==> src/sv/fpr_pkg.sv <==
package fpr_pkg;

  localparam int MAX_FRAMES = 16;
  localparam int PAGE_BITS  = 16;
  localparam int SLOT_W     = 4;
  localparam int CNT_W      = $clog2(MAX_FRAMES + 1);
  localparam int NUM_W      = 5;
  localparam int TOTAL_W    = 32;
  localparam logic [NUM_W-1:0] NUM_FRAMES_RST = NUM_W'(3);

  typedef struct packed {
    logic hit;
    logic empty;
  } fpr_chain_t;

endpackage

==> src/sv/fpr_cell.sv <==
module fpr_cell
  import fpr_pkg::*;
(
  input  logic                 clk,
  input  logic                 rst_n,
  input  logic                 active,
  input  logic [PAGE_BITS-1:0] page,
  input  logic                 wr_en,
  input  fpr_chain_t           chain_i,
  output fpr_chain_t           chain_o,
  output logic                 first_hit,
  output logic                 first_empty,
  output logic [PAGE_BITS-1:0] page_q
);

  logic [PAGE_BITS-1:0] page_r;
  logic                 valid_r;
  logic                 match;
  logic                 empty;

  assign match       = active && valid_r && (page_r == page);
  assign empty       = active && !valid_r;
  assign first_hit   = match && !chain_i.hit;
  assign first_empty = empty && !chain_i.empty;
  assign chain_o.hit   = chain_i.hit || match;
  assign chain_o.empty = chain_i.empty || empty;
  assign page_q      = page_r;

  always_ff @(posedge clk) begin
    if (!rst_n) begin
      valid_r <= 1'b0;
    end else if (wr_en) begin
      valid_r <= 1'b1;
    end
  end

  always_ff @(posedge clk) begin
    if (wr_en) begin
      page_r <= page;
    end
  end

endmodule

==> src/sv/fifo_page_replacement.sv <==
// FIFO page replacement engine.
// Input channel in_valid/in_ready carries one page reference per request.
// Result channel out_valid/out_ready returns one result per request: fault
// flag, slot now holding the page, evicted page (if any) and the running
// saturating fault count.
// cfg_wr_en/cfg_wr_data write num_frames (0 acts as 1, above 16 acts as 16);
// write it only while no request is in flight.
// Flow: a request is accepted into the single shared request register
// ahead of the frame cells; the frame chain is searched and updated once
// the result register is free, and the result is registered at that edge.
// in_ready drops after each accept and stays low until that result is
// registered, so a new request is not taken before the last one is done.
// Search is done by a chain of frame cells, each comparing its page and
// passing hit/empty priority to its neighbor.
// Reset (synchronous, rst_n low) empties all frames, clears the replace
// pointer and fault count, and sets num_frames to 3.
// When out_ready is low the result holds; a pending request waits in its
// register and in_ready stays low until the result is taken.
module fifo_page_replacement
  import fpr_pkg::*;
(
  input  logic                 clk,
  input  logic                 rst_n,
  input  logic                 in_valid,
  output logic                 in_ready,
  input  logic [PAGE_BITS-1:0] in_page_number,
  output logic                 out_valid,
  input  logic                 out_ready,
  output logic                 out_page_fault,
  output logic [SLOT_W-1:0]    out_frame_slot,
  output logic                 out_evicted_valid,
  output logic [PAGE_BITS-1:0] out_evicted_page,
  output logic [TOTAL_W-1:0]   out_fault_total,
  input  logic                 cfg_wr_en,
  input  logic [NUM_W-1:0]     cfg_wr_data
);

  logic [NUM_W-1:0]     num_frames_r;
  logic                 busy_r;
  logic [PAGE_BITS-1:0] page_r;
  logic [SLOT_W-1:0]    ptr_r, ptr_nxt;
  logic [TOTAL_W-1:0]   fault_cnt_r, fault_cnt_nxt;

  logic                 out_valid_r;
  logic                 out_fault_r;
  logic [SLOT_W-1:0]    out_slot_r;
  logic                 out_ev_valid_r;
  logic [PAGE_BITS-1:0] out_ev_page_r;

  logic                 fire;
  logic [CNT_W-1:0]     n_act;
  logic [MAX_FRAMES-1:0] active;
  logic [MAX_FRAMES-1:0] hit_oh;
  logic [MAX_FRAMES-1:0] empty_oh;
  logic [MAX_FRAMES-1:0] wr_en;
  fpr_chain_t           chain [MAX_FRAMES+1];
  logic [PAGE_BITS-1:0] page_q [MAX_FRAMES];

  logic                 hit;
  logic                 have_empty;
  logic [SLOT_W-1:0]    hit_slot;
  logic [SLOT_W-1:0]    empty_slot;
  logic [SLOT_W-1:0]    victim;
  logic [SLOT_W-1:0]    slot_sel;
  logic [PAGE_BITS-1:0] victim_page;

  assign in_ready = !busy_r;
  assign fire     = busy_r && (!out_valid_r || out_ready);

  always_comb begin
    if (num_frames_r == '0) begin
      n_act = CNT_W'(1);
    end else if (32'(num_frames_r) > MAX_FRAMES) begin
      n_act = CNT_W'(MAX_FRAMES);
    end else begin
      n_act = CNT_W'(num_frames_r);
    end
  end

  assign chain[0] = '0;

  for (genvar i = 0; i < MAX_FRAMES; i++) begin : g_cell
    assign active[i] = 32'(i) < 32'(n_act);
    assign wr_en[i]  = fire && !hit && (slot_sel == SLOT_W'(i));

    fpr_cell u_cell (
      .clk         (clk),
      .rst_n       (rst_n),
      .active      (active[i]),
      .page        (page_r),
      .wr_en       (wr_en[i]),
      .chain_i     (chain[i]),
      .chain_o     (chain[i+1]),
      .first_hit   (hit_oh[i]),
      .first_empty (empty_oh[i]),
      .page_q      (page_q[i])
    );
  end

  assign hit        = chain[MAX_FRAMES].hit;
  assign have_empty = chain[MAX_FRAMES].empty;
  assign victim     = (32'(ptr_r) < 32'(n_act)) ? ptr_r : '0;

  always_comb begin
    hit_slot    = '0;
    empty_slot  = '0;
    victim_page = '0;
    for (int i = 0; i < MAX_FRAMES; i++) begin
      hit_slot   = hit_slot | (hit_oh[i] ? SLOT_W'(i) : '0);
      empty_slot = empty_slot | (empty_oh[i] ? SLOT_W'(i) : '0);
      victim_page = victim_page | ((victim == SLOT_W'(i)) ? page_q[i] : '0);
    end
  end

  always_comb begin
    if (hit) begin
      slot_sel = hit_slot;
    end else if (have_empty) begin
      slot_sel = empty_slot;
    end else begin
      slot_sel = victim;
    end
  end

  always_comb begin
    ptr_nxt = ptr_r;
    if (fire && !hit && !have_empty) begin
      if (32'(victim) + 1 >= 32'(n_act)) begin
        ptr_nxt = '0;
      end else begin
        ptr_nxt = victim + SLOT_W'(1);
      end
    end
  end

  always_comb begin
    fault_cnt_nxt = fault_cnt_r;
    if (fire && !hit && (fault_cnt_r != '1)) begin
      fault_cnt_nxt = fault_cnt_r + TOTAL_W'(1);
    end
  end

  always_ff @(posedge clk) begin
    if (!rst_n) begin
      num_frames_r <= NUM_FRAMES_RST;
      busy_r       <= 1'b0;
      ptr_r        <= '0;
      fault_cnt_r  <= '0;
      out_valid_r  <= 1'b0;
    end else begin
      if (cfg_wr_en) begin
        num_frames_r <= cfg_wr_data;
      end
      if (in_valid && in_ready) begin
        busy_r <= 1'b1;
      end else if (fire) begin
        busy_r <= 1'b0;
      end
      ptr_r       <= ptr_nxt;
      fault_cnt_r <= fault_cnt_nxt;
      if (fire) begin
        out_valid_r <= 1'b1;
      end else if (out_ready) begin
        out_valid_r <= 1'b0;
      end
    end
  end

  always_ff @(posedge clk) begin
    if (in_valid && in_ready) begin
      page_r <= in_page_number;
    end
    if (fire) begin
      out_fault_r    <= !hit;
      out_slot_r     <= slot_sel;
      out_ev_valid_r <= !hit && !have_empty;
      out_ev_page_r  <= (!hit && !have_empty) ? victim_page : '0;
    end
  end

  assign out_valid         = out_valid_r;
  assign out_page_fault    = out_fault_r;
  assign out_frame_slot    = out_slot_r;
  assign out_evicted_valid = out_ev_valid_r;
  assign out_evicted_page  = out_ev_page_r;
  assign out_fault_total   = fault_cnt_r;

endmodule

==> config.mk <==
export PLATFORM = sky130hd
export DESIGN_NAME = fifo_page_replacement
export DESIGN_NICKNAME = d
export VERILOG_FILES = /design/src/sv/fpr_pkg.sv /design/src/sv/fpr_cell.sv /design/src/sv/fifo_page_replacement.sv
export SDC_FILE = /design/constraint.sdc
export NUM_CORES = 1
export LEC_CHECK = 0
export ABC_AREA = 0
export BUFFER_PORTS_ARGS = -buffer_cell sky130_fd_sc_hd__buf_4
export CELL_PAD_IN_SITES_DETAIL_PLACEMENT = 0
export CELL_PAD_IN_SITES_GLOBAL_PLACEMENT = 1
export CORE_MARGIN = 8
export CORE_UTILIZATION = 51
export CTS_CLUSTER_DIAMETER = 100
export DETAILED_ROUTE_END_ITERATION = 7
export GPL_TIMING_DRIVEN = 0
export PLACE_DENSITY = 0.92
export SKIP_CTS_REPAIR_TIMING = 1
export SLEW_MARGIN = 20
export SYNTH_ARGS = -nofsm -noshare
export SYNTH_HDL_FRONTEND = slang
export SYNTH_SLANG_ARGS = --single-unit
==> constraint.sdc <==
create_clock -name clk -period 5.9 [get_ports clk]
set_input_delay 0 -clock clk [delete_from_list [all_inputs] [get_ports clk]]
set_output_delay 0 -clock clk [all_outputs]
set_load 0.05 [all_outputs]
# == Word-level counts from Yosys, hierarchy flattened ==
# Index checks and enable logic that the tools add are counted.
# classes
bitwise_logic,43
order_cmp,19
muxes,56
addsub,3
n_eq_ne,47
reduce_logical,186
# op_table
op,n
16-bit equality test,16
16-bit 2-to-1 mux,16
16-bit bitwise OR,15
1-bit logical AND,100
4-bit 2-to-1 mux,20
4-bit equality test (second input constant),16
4-bit bitwise OR,14
1-bit zero test,50
4-bit by 5-bit < comparator with 1-bit output (first input constant),8
32-bit by 1-bit adder with 32-bit output (second input constant),1
4-bit by 3-bit equality test with 1-bit output (second input constant),8
32-bit inequality test (second input constant),1
1-bit logical OR,31
3-bit 2-to-1 mux,8
3-bit by 5-bit < comparator with 1-bit output (first input constant),4
3-bit bitwise OR,6
4-bit by 2-bit equality test with 1-bit output (second input constant),4
1-bit by 5-bit < comparator with 1-bit output (first input constant),2
2-bit by 5-bit < comparator with 1-bit output (first input constant),2
5-bit 2-to-1 mux,2
4-bit by 1-bit equality test with 1-bit output (second input constant),2
4-bit zero test,2
2-bit 2-to-1 mux,4
3-bit by 4-bit bitwise OR with 4-bit output,2
other kinds (11),20
# word_totals
register_bits,353
inputBits,26
output_inout_bits,56
word_cells,396

# == Longest topological paths before layout ==
# Gate-level depths: netlist (run 1).
# logic_depth
depth_word,27
depth_mapped,18

# == Cells and area by module ==
# A second synthesis (run 1) with hierarchy kept.
# unflattened
hier_cells,1349
hier_area_um2,17464.2
# modules_own_cells
mod,area_each_um2,cells_per_inst,n_inst
fpr_cell,725.7,45,16
fifo_page_replacement,5853.1,629,1

# == Worst setup path before layout (run 1) ==
# Ideal clock, no wire load.
# synth_timing
path_kind,register to register
start,register page_r[2]
end,register g_cell[15].u_cell.page_r[0] (enable)
stages_incl_launch_ff,13
period_less_slack_ps,4299
t_arrival_ps,3910
setup_slack_ps,1601
path_cell_list,edfxtp_1 buf_2 buf_4 xor2_1 nor4_1 nand3_1 or4b_2 nand4_1 nor4_4 nor2b_1 or4_1 buf_2 nor2_1
# synth_between
elab_chain_len,23
# synth_lines
item,line,text
start: declaration,fifo_page_replacement.sv:40,logic [PAGE_BITS-1:0] page_r;
start signal: assignment,fifo_page_replacement.sv:171,page_r <= in_page_number;
16-bit equality test,fpr_cell.sv:21,assign match = active && valid_r && (page_r == page);
1-bit logical AND,fpr_cell.sv:21,
1-bit logical OR,fpr_cell.sv:25,assign chain_o.hit = chain_i.hit || match;
1-bit zero test or 1-bit logical OR (tied branches),"fpr_cell.sv:23, fpr_cell.sv:25",
1-bit logical AND (tied with other cells),fpr_cell.sv:23,assign first_hit = match && !chain_i.hit;
2-bit 2-to-1 mux (tied with other cells),fifo_page_replacement.sv:109,hit_slot = hit_slot | (hit_oh[i] ? SLOT_W'(i) : '0);
1-bit by 2-bit bitwise OR with 2-bit output (tied with other cells),fifo_page_replacement.sv:109,
2-bit bitwise OR (tied with other cells),fifo_page_replacement.sv:109,
(+4 left out),-,
3-bit by 4-bit bitwise OR with 4-bit output (tied with other cells),fifo_page_replacement.sv:109,
4-bit bitwise OR (tied with other cells) (5 in a row),fifo_page_replacement.sv:109,
4-bit bitwise OR or 4-bit 2-to-1 mux (tied branches),fifo_page_replacement.sv:109,
4-bit bitwise OR,fifo_page_replacement.sv:109,
4-bit 2-to-1 mux,fifo_page_replacement.sv:116,if (hit) begin
4-bit equality test,fifo_page_replacement.sv:84,assign wr_en[i] = fire && !hit && (slot_sel == SLOT_W'(i));
1-bit logical AND (*),fifo_page_replacement.sv:84,
via g_cell[15].u_cell.wr_en,fpr_cell.sv:8,"input logic wr_en,"
end signal: assignment,fpr_cell.sv:39,page_r <= page;
end: declaration,fpr_cell.sv:16,logic [PAGE_BITS-1:0] page_r;
# Mark *: on every way through the listed nets, which the timed path passes. The rest lies on a longest branch.
# A chain may end at the register's enable or synchronous reset.

# == Worst setup path in the final report (run 1) ==
# layout_timing
start,register page_r[2]
end,register g_cell[13].u_cell.page_r[14] (enable)
# layout_between
elab_chain_len,23
# layout_lines
item,line
16-bit equality test,fpr_cell.sv:21
1-bit logical AND,fpr_cell.sv:21
1-bit logical OR,fpr_cell.sv:25
1-bit zero test or 1-bit logical OR (tied branches),"fpr_cell.sv:23, fpr_cell.sv:25"
1-bit logical AND (tied with other cells),fpr_cell.sv:23
2-bit 2-to-1 mux (tied with other cells),fifo_page_replacement.sv:109
1-bit by 2-bit bitwise OR with 2-bit output (tied with other cells),fifo_page_replacement.sv:109
2-bit bitwise OR (tied with other cells),fifo_page_replacement.sv:109
(+4 left out),-
3-bit by 4-bit bitwise OR with 4-bit output (tied with other cells),fifo_page_replacement.sv:109
4-bit bitwise OR (tied with other cells) (5 in a row),fifo_page_replacement.sv:109
4-bit bitwise OR or 4-bit 2-to-1 mux (tied branches),fifo_page_replacement.sv:109
4-bit bitwise OR,fifo_page_replacement.sv:109
4-bit 2-to-1 mux,fifo_page_replacement.sv:116
4-bit equality test,fifo_page_replacement.sv:84
1-bit logical AND (*),fifo_page_replacement.sv:84
via g_cell[13].u_cell.wr_en,fpr_cell.sv:8
end signal: assignment,fpr_cell.sv:39
end: declaration,fpr_cell.sv:16
# Marks and branches as above.

==> run summary, run 1 <==
Status - completed
Cts bufs inserted - 40
Fin. Hold Viols - 0
Area delta synth->final - 17.3%
Biggest area consumer among synthesized cells - edfxtp_1
Slew HR - 34.3%
Clock Latency Late Sink - 0.54 ns
Grt ovf - 0
Post-synth EDFFs - 294
Mapped Cells - 1482
Tightest Hold Check Type - in2reg
IO buf count - 79
Max Clk Rate - 0.172 GHz
Final Non-Filler Cells - 2138
Core Util, Final - 60.6%
Critical path type - reg2reg
End point of the critical path - g_cell[13].u_cell.page_q[14]
CTS tree - done
Library cells used by synthesis - 73
Antenna-violating nets left - 0
Top Ports - 82
Top-area cell type share of the netlist area - 49.6%
Top post-synthesis cells by area - edfxtp_1 50%, xnor2_1 7.5%, dfxtp_1 6.6%
Total Routing Usage GR - 30.9%
H-tree depth - 2
Row cnt - 68
Critical Path Fanout Max - 17
Post-Syn Area - 17800 sq um
Static leakage - 0.00664 uW
Main flop type after synthesis - edfxtp_1
Setup-failing EPs final - 0
Tcrit/Tclk final - 98.7%
Final #Nets - 1687
CP Capture Type - flip-flop
FF-to-FF path depth - 12
Vias - 14290
Hpwl dp - 51.2 mm
First-pass GRT wire length - 92.4 mm
Syn Nets - 1518
Number of global-route vias before repair - 13212
Final WL - 66.0 mm
Reg clk slew, reported paths - 0.06 ns
Average wire per standard cell - 30.9 um
RSZ-0062 raised after global routing - no
Core area - 34500 sq um
# Max-Cap Violations - 0
Post-Syn Area per Cell - 12.0 sq um
Die Footprint - 41100 sq um
Cell Count Post-Placement - 2035
Placed cell areas - 19300 sq um
Worst Setup SP - page_r[2]
Register area share after synthesis - 56.3%
Initial antenna violation count - 2
Root Buffer - clkbuf_16
Reg-to-reg critical path endpoint - g_cell[13].u_cell.page_q[14]
Final instance area - 20900 sq um
Crit start category - flip-flop
Worst slew pin tran - 0.985 ns
Layout cells sized above 1 - 14.8%
Fillers - 2754
R2R Setup Slk - 0.08 ns
Die Y-Extent - 203 um
Origin of the critical flop-to-flop path - page_r[2]
DRT Pass-1 Iters - 8
Largest net degree at the start of global routing - 18
Power density cells - 278 nW/um^2
FF+latch count, synth - 353
CTS max path bufs - 3
Ys Warns - 0
WP data required - 6.14 ns
Initial core utilization - 51.6%
Clock Skews - 0.0131 ns
Asr flop ratio synth - 0%
Die width - 203 um
Final RePlAce weighted congestion - 1.02
1st-iter DRT viols - 2208
Clock tree sinks - 353
CP arrival - 6.06 ns
Final Slew Violations - 0
Final min period - 5.82 ns
Drt via density - 6.68
Post-route DRC violation count - 0
VDD IR max - 0.260 mV
[layer usage]
| metal | GRT usage (%) | wire (um) | vias to the layer above |
|---|---|---|---|
| li1 | - | - | 6128 |
| met1 | 41.1 | 25400 | 7009 |
| met2 | 48.3 | 29600 | 998 |
| met3 | 7.67 | 8220 | 155 |
| met4 | 11.7 | 2780 | 0 |
| met5 | 0 | 0 | - |
[registers in the layout, summed over array words and instances (netlist names), 4 cells and up]
register	count
page_r	16
g_cell.u_cell.valid_r	16
g_cell.u_cell.page_q	256
ptr_r	4
num_frames_r	5
out_fault_total	32
out_frame_slot	4
out_evicted_page	16
[stage by stage]
stage                     setup slack, ns  TNS [ns]  hold WS (ns)  total power (uW)
after detailed placement            0.241         0         0.179              3340
after global placement             -0.722    -98.77         0.178              3330
after global routing               0.0514         0         0.180              5920
after CTS                           0.219         0        -0.377              5780
final                              0.0794         0         0.175              5810
after floorplan                      1.60         0        0.0989              3130
[cells in the final DEF (no fill, tap or decap), types with 16 or more instances in the layout]
cell,count
edfxtp_1,294
xnor2_1,153
xor2_1,107
buf_4,104
nand2_1,80
nand4_1,63
dfxtp_1,59
a22oi_1,50
clkbuf_1,47
nor4_1,46
nor2_1,44
clkbuf_16,43
nand3_1,34
a21oi_1,32
nor3_1,32
a222oi_1,32
dlygate4sd3_1,29
or4_1,27
and4_1,25
buf_2,23
o31ai_1,21
o21ai_0,19
a31oi_1,19
a221oi_1,18
inv_1,17
a22o_1,17
or3_1,16
[cell families (layout without fill, tap and decap cells)]
kind of cell	after synthesis	in the layout	synth area share, %
XOR/XNOR	260	260	12.8
flip-flops	353	353	56.3
AO/OA/AOI/OAI	261	261	11.0
adder cells (fa/ha/maj)	11	11	0.759
buffers and inverters	107	304	2.89
other	0	4	0
multiplexers	12	12	0.675
AND/OR/NAND/NOR	478	478	15.6
[area by class of cell]
class                      count  area, sq um  area share (%)
timing repair buffer         127         1080            5.19
clock inverter                19          170           0.815
antenna                        4         10.0          0.0480
buffer                        88          444            2.13
clock buffer                  51         1130            5.41
tap                          455          569            2.73
inverter                      19         71.3           0.342
sequential                   353        10000            48.0
multi-input combinational   1022         7380            35.4
[critical path, stage by stage (launching register included)]
cell      delay [ns]
edfxtp_1        0.79
buf_2           0.40
buf_4           0.30
xor2_1          0.40
nor3_1          0.09
nand3_1         0.20
nor4_1          0.12
or4_1           0.62
nor4_4          0.68
and2_1          0.42
nand4_1         0.56
nor2_2          0.66
buf_6           0.26
[synth_stat cells (6+ instances only)]
cell	n
a21oi_1	32
a221oi_1	18
a222oi_1	32
a22o_1	17
a22oi_1	50
a31oi_1	19
and2_1	12
and3_1	6
and4_1	25
buf_2	20
buf_4	21
clkbuf_1	43
dfxtp_1	59
edfxtp_1	294
ha_1	10
inv_1	17
mux2i_1	12
nand2_1	80
nand2b_1	11
nand3_1	34
nand4_1	63
nand4b_1	7
nor2_1	60
nor2b_1	9
nor3_1	36
nor3b_1	6
nor4_1	47
nor4b_1	11
o211ai_1	7
o21ai_0	19
o31ai_1	21
or2_2	7
or3_1	16
or3b_2	6
or4_1	27
xnor2_1	153
xor2_1	107
[power breakdown]
| part | switching (uW) | total (uW) | leakage (uW) | internal, uW |
|---|---|---|---|---|
| clock | 1010 | 2490 | 0.000634 | 1480 |
| sequential | 56.9 | 2800 | 0.00314 | 2740 |
| combinational | 349 | 522 | 0.00287 | 173 |
[worst min-delay path by stage]
| stage | startpoint | end | slack [ns] | cells after the start |
|---|---|---|---|---|
| 3_3_place_gp | in_page_number[8] | page_r[8] | 0.18 | 1 |
| 3_5_place_dp | in_page_number[15] | page_r[15] | 0.18 | 1 |
| 2_1_floorplan | in_page_number[0] | page_r[0] | 0.1 | 0 |
| 5_1_grt | in_page_number[12] | page_r[12] | 0.18 | 2 |
| 4_1_cts | in_page_number[13] | page_r[13] | -0.38 | 1 |
| 6_report | in_page_number[9] | page_r[9] | 0.18 | 2 |
No activity file was read; power rests on OpenSTA's default activity.
==> run 2, diff against run 1 <==
--- a/config.mk
+++ b/config.mk
@@ -7,14 +7,12 @@
 export LEC_CHECK = 0
 export ABC_AREA = 0
 export BUFFER_PORTS_ARGS = -buffer_cell sky130_fd_sc_hd__buf_4
-export CELL_PAD_IN_SITES_DETAIL_PLACEMENT = 0
-export CELL_PAD_IN_SITES_GLOBAL_PLACEMENT = 1
 export CORE_MARGIN = 8
-export CORE_UTILIZATION = 51
+export CORE_UTILIZATION = 62
 export CTS_CLUSTER_DIAMETER = 100
 export DETAILED_ROUTE_END_ITERATION = 7
 export GPL_TIMING_DRIVEN = 0
-export PLACE_DENSITY = 0.92
+export PLACE_DENSITY = 0.91
 export SKIP_CTS_REPAIR_TIMING = 1
 export SLEW_MARGIN = 20
 export SYNTH_ARGS = -nofsm -noshare
==> run summary, run 2 (same netlist as run 1, synthesis figures left out) <==
Reg clk slew, reported paths - 0.06 ns
Slew HR - 26.4%
Slowest stage delay, CP - 1.08 ns
Crit start category - flip-flop
WP data required - 6.13 ns
Hold Startpoint - rst_n
Final #Nets - 1690
Tightest Hold Check Type - in2reg
Average wire per standard cell - 32.6 um
1st-iter DRT viols - 2913
Static leakage - 0.00666 uW
Tcrit/Tclk final - 99.7%
Number of global-route vias before repair - 13887
CTS tree - done
Final WL - 67.4 mm
Die width - 185 um
Critical Path Fanout Max - 17
FF-to-FF path depth - 12
Highest-count cells in the layout ignoring fill and taps - 294 x edfxtp_1, 153 x xnor2_1, 107 x xor2_1, 103 x buf_4, 80 x nand2_1
Gr busiest metal - met2
Critical path type - reg2reg
DRT Pass-1 Iters - 8
Clock Skews - 0.0209 ns
Clock Latency Late Sink - 0.54 ns
Most used cell, CP - nand4_1
Origin of the critical flop-to-flop path - page_r[7]
Area delta synth->final - 16.8%
Vias - 14966
Post-route DRC violation count - 26
Cell Count Post-Placement - 1968
Worst Hold Path EP - out_fault_total[14]
Fillers - 1932
Max Clk Rate - 0.170 GHz
Largest net degree at the start of global routing - 18
Hold Crit Depth - 3
Initial antenna violation count - 0
Layout cells sized above 1 - 14.8%
CP Capture Type - flip-flop
IO buf count - 79
Cts bufs inserted - 39
Row cnt - 62
Initial core utilization - 62.5%
Total Routing Usage GR - 38.4%
Antenna-violating nets left - 0
CP arrival - 6.11 ns
Max reg flops - 256
VDD IR max - 0.303 mV
Top Ports - 82
# Max-Cap Violations - 0
Die Footprint - 34400 sq um
First-pass GRT wire length - 94.1 mm
Met3 Track Usage GR - 13.9%
Most common cell after layout, fill and taps aside - edfxtp_1
Grt ovf - 0
Final Non-Filler Cells - 2070
H-tree depth - 2
Reg-to-reg critical path endpoint - g_cell[5].u_cell.page_q[12]
Slowest cell on crit path - edfxtp_1
Worst hold slack - 0.00340 ns
Fin. Hold Viols - 0
Drt via density - 7.23
Met2 Use GR - 58.3%
Final RePlAce weighted congestion - 1.03
Clock tree sinks - 353
Root Buffer - clkbuf_16
CTS max path bufs - 3
Final Slew Violations - 0
Hpwl dp - 50.9 mm
Worst path cell trace - buf_2 > buf_4 > xnor2_1 > nand4_1 > nor2_1 > and3_1 > or4_4 > nor4_4 > and2_1 > nand4_1 > nor2_2 > buf_6
Final min period - 5.88 ns
Worst slew pin tran - 1.10 ns
R2R Setup Slk - 0.02 ns
Failing checks - DRC
Core area - 28500 sq um
Status - complete, but fails checks
Die Y-Extent - 185 um
Setup-failing EPs final - 0
Power density cells - 278 nW/um^2
RSZ-0062 raised after global routing - no
Routing usage on met1 - 49.7%
## run 2: changes by cell type in the layout (fill, tap and decap cells not counted), sizes merged
cell         change
buf              +4
clkbuf           +3
clkinvlp         -2
inv              +2
bufinv           -1
clkinv           -1
diode            -1
dlygate4sd3      -1
## run 2: power breakdown
part	total (uW)	leakage (uW)	internal [uW]	switching, uW
clock network	2440	0.000622	1430	1020
registers	2800	0.00314	2740	60.9
logic	537	0.00290	174	364
## run 2: how the worst max path moves through the flow
stage              start                     endpoint  depth (start not counted)
2_1_floorplan  page_r[2]  g_cell[15].u_cell.page_q[0]                         12
3_3_place_gp   page_r[4]  g_cell[8].u_cell.page_q[11]                         11
3_5_place_dp   page_r[4]  g_cell[3].u_cell.page_q[11]                         12
4_1_cts        page_r[4]   g_cell[3].u_cell.page_q[5]                         12
5_1_grt        page_r[4]  g_cell[5].u_cell.page_q[14]                         12
6_report       page_r[7]  g_cell[5].u_cell.page_q[12]                         12
## run 2: layout make-up
type,count,area (sq um),share of cell area (%)
Antenna cell,3,7.51,0.0361
Buffer,88,444,2.14
Clock buffer,53,1120,5.40
Clock inverter,17,148,0.710
Inverter,19,71.3,0.343
Multi-Input combinational cell,1022,7360,35.4
Sequential cell,353,10000,48.2
Tap cell,384,480,2.31
Timing Repair Buffer,131,1140,5.47
## run 2: routing by layer
| metal | up-vias | share of wire [%] |
|---|---|---|
| met2 | 1414 | 44 |
| met4 | 0 | 5.0 |
| met1 | 7176 | 35 |
| li1 | 6127 | - |
| met3 | 249 | 16 |
| met5 | - | 0 |
## run 2: metrics by stage
stage	utilization [%]	power, uW	setup TNS, ns	instance area [sq um]	worst slack, ns
finish	73.0	5780	0	20800	0.0158
global route	73.0	5880	0	20800	0.0176
detailed placement	67.5	3340	0	19200	0.256
floorplan	-	3130	0	17800	1.60
global placement	66.3	3320	-68.41	18900	-0.430
CTS	71.9	5710	0	20500	0.240
## run 2: worst max-delay path, delay by kind of cell (launching register included)
kind / cells / cell delay [ns]
DFF: 1 / 1.08
buffers and inverters: 3 / 1.07
xor gates and xnor gates: 1 / 0.15
and+or+nand+nor: 8 / 3.24
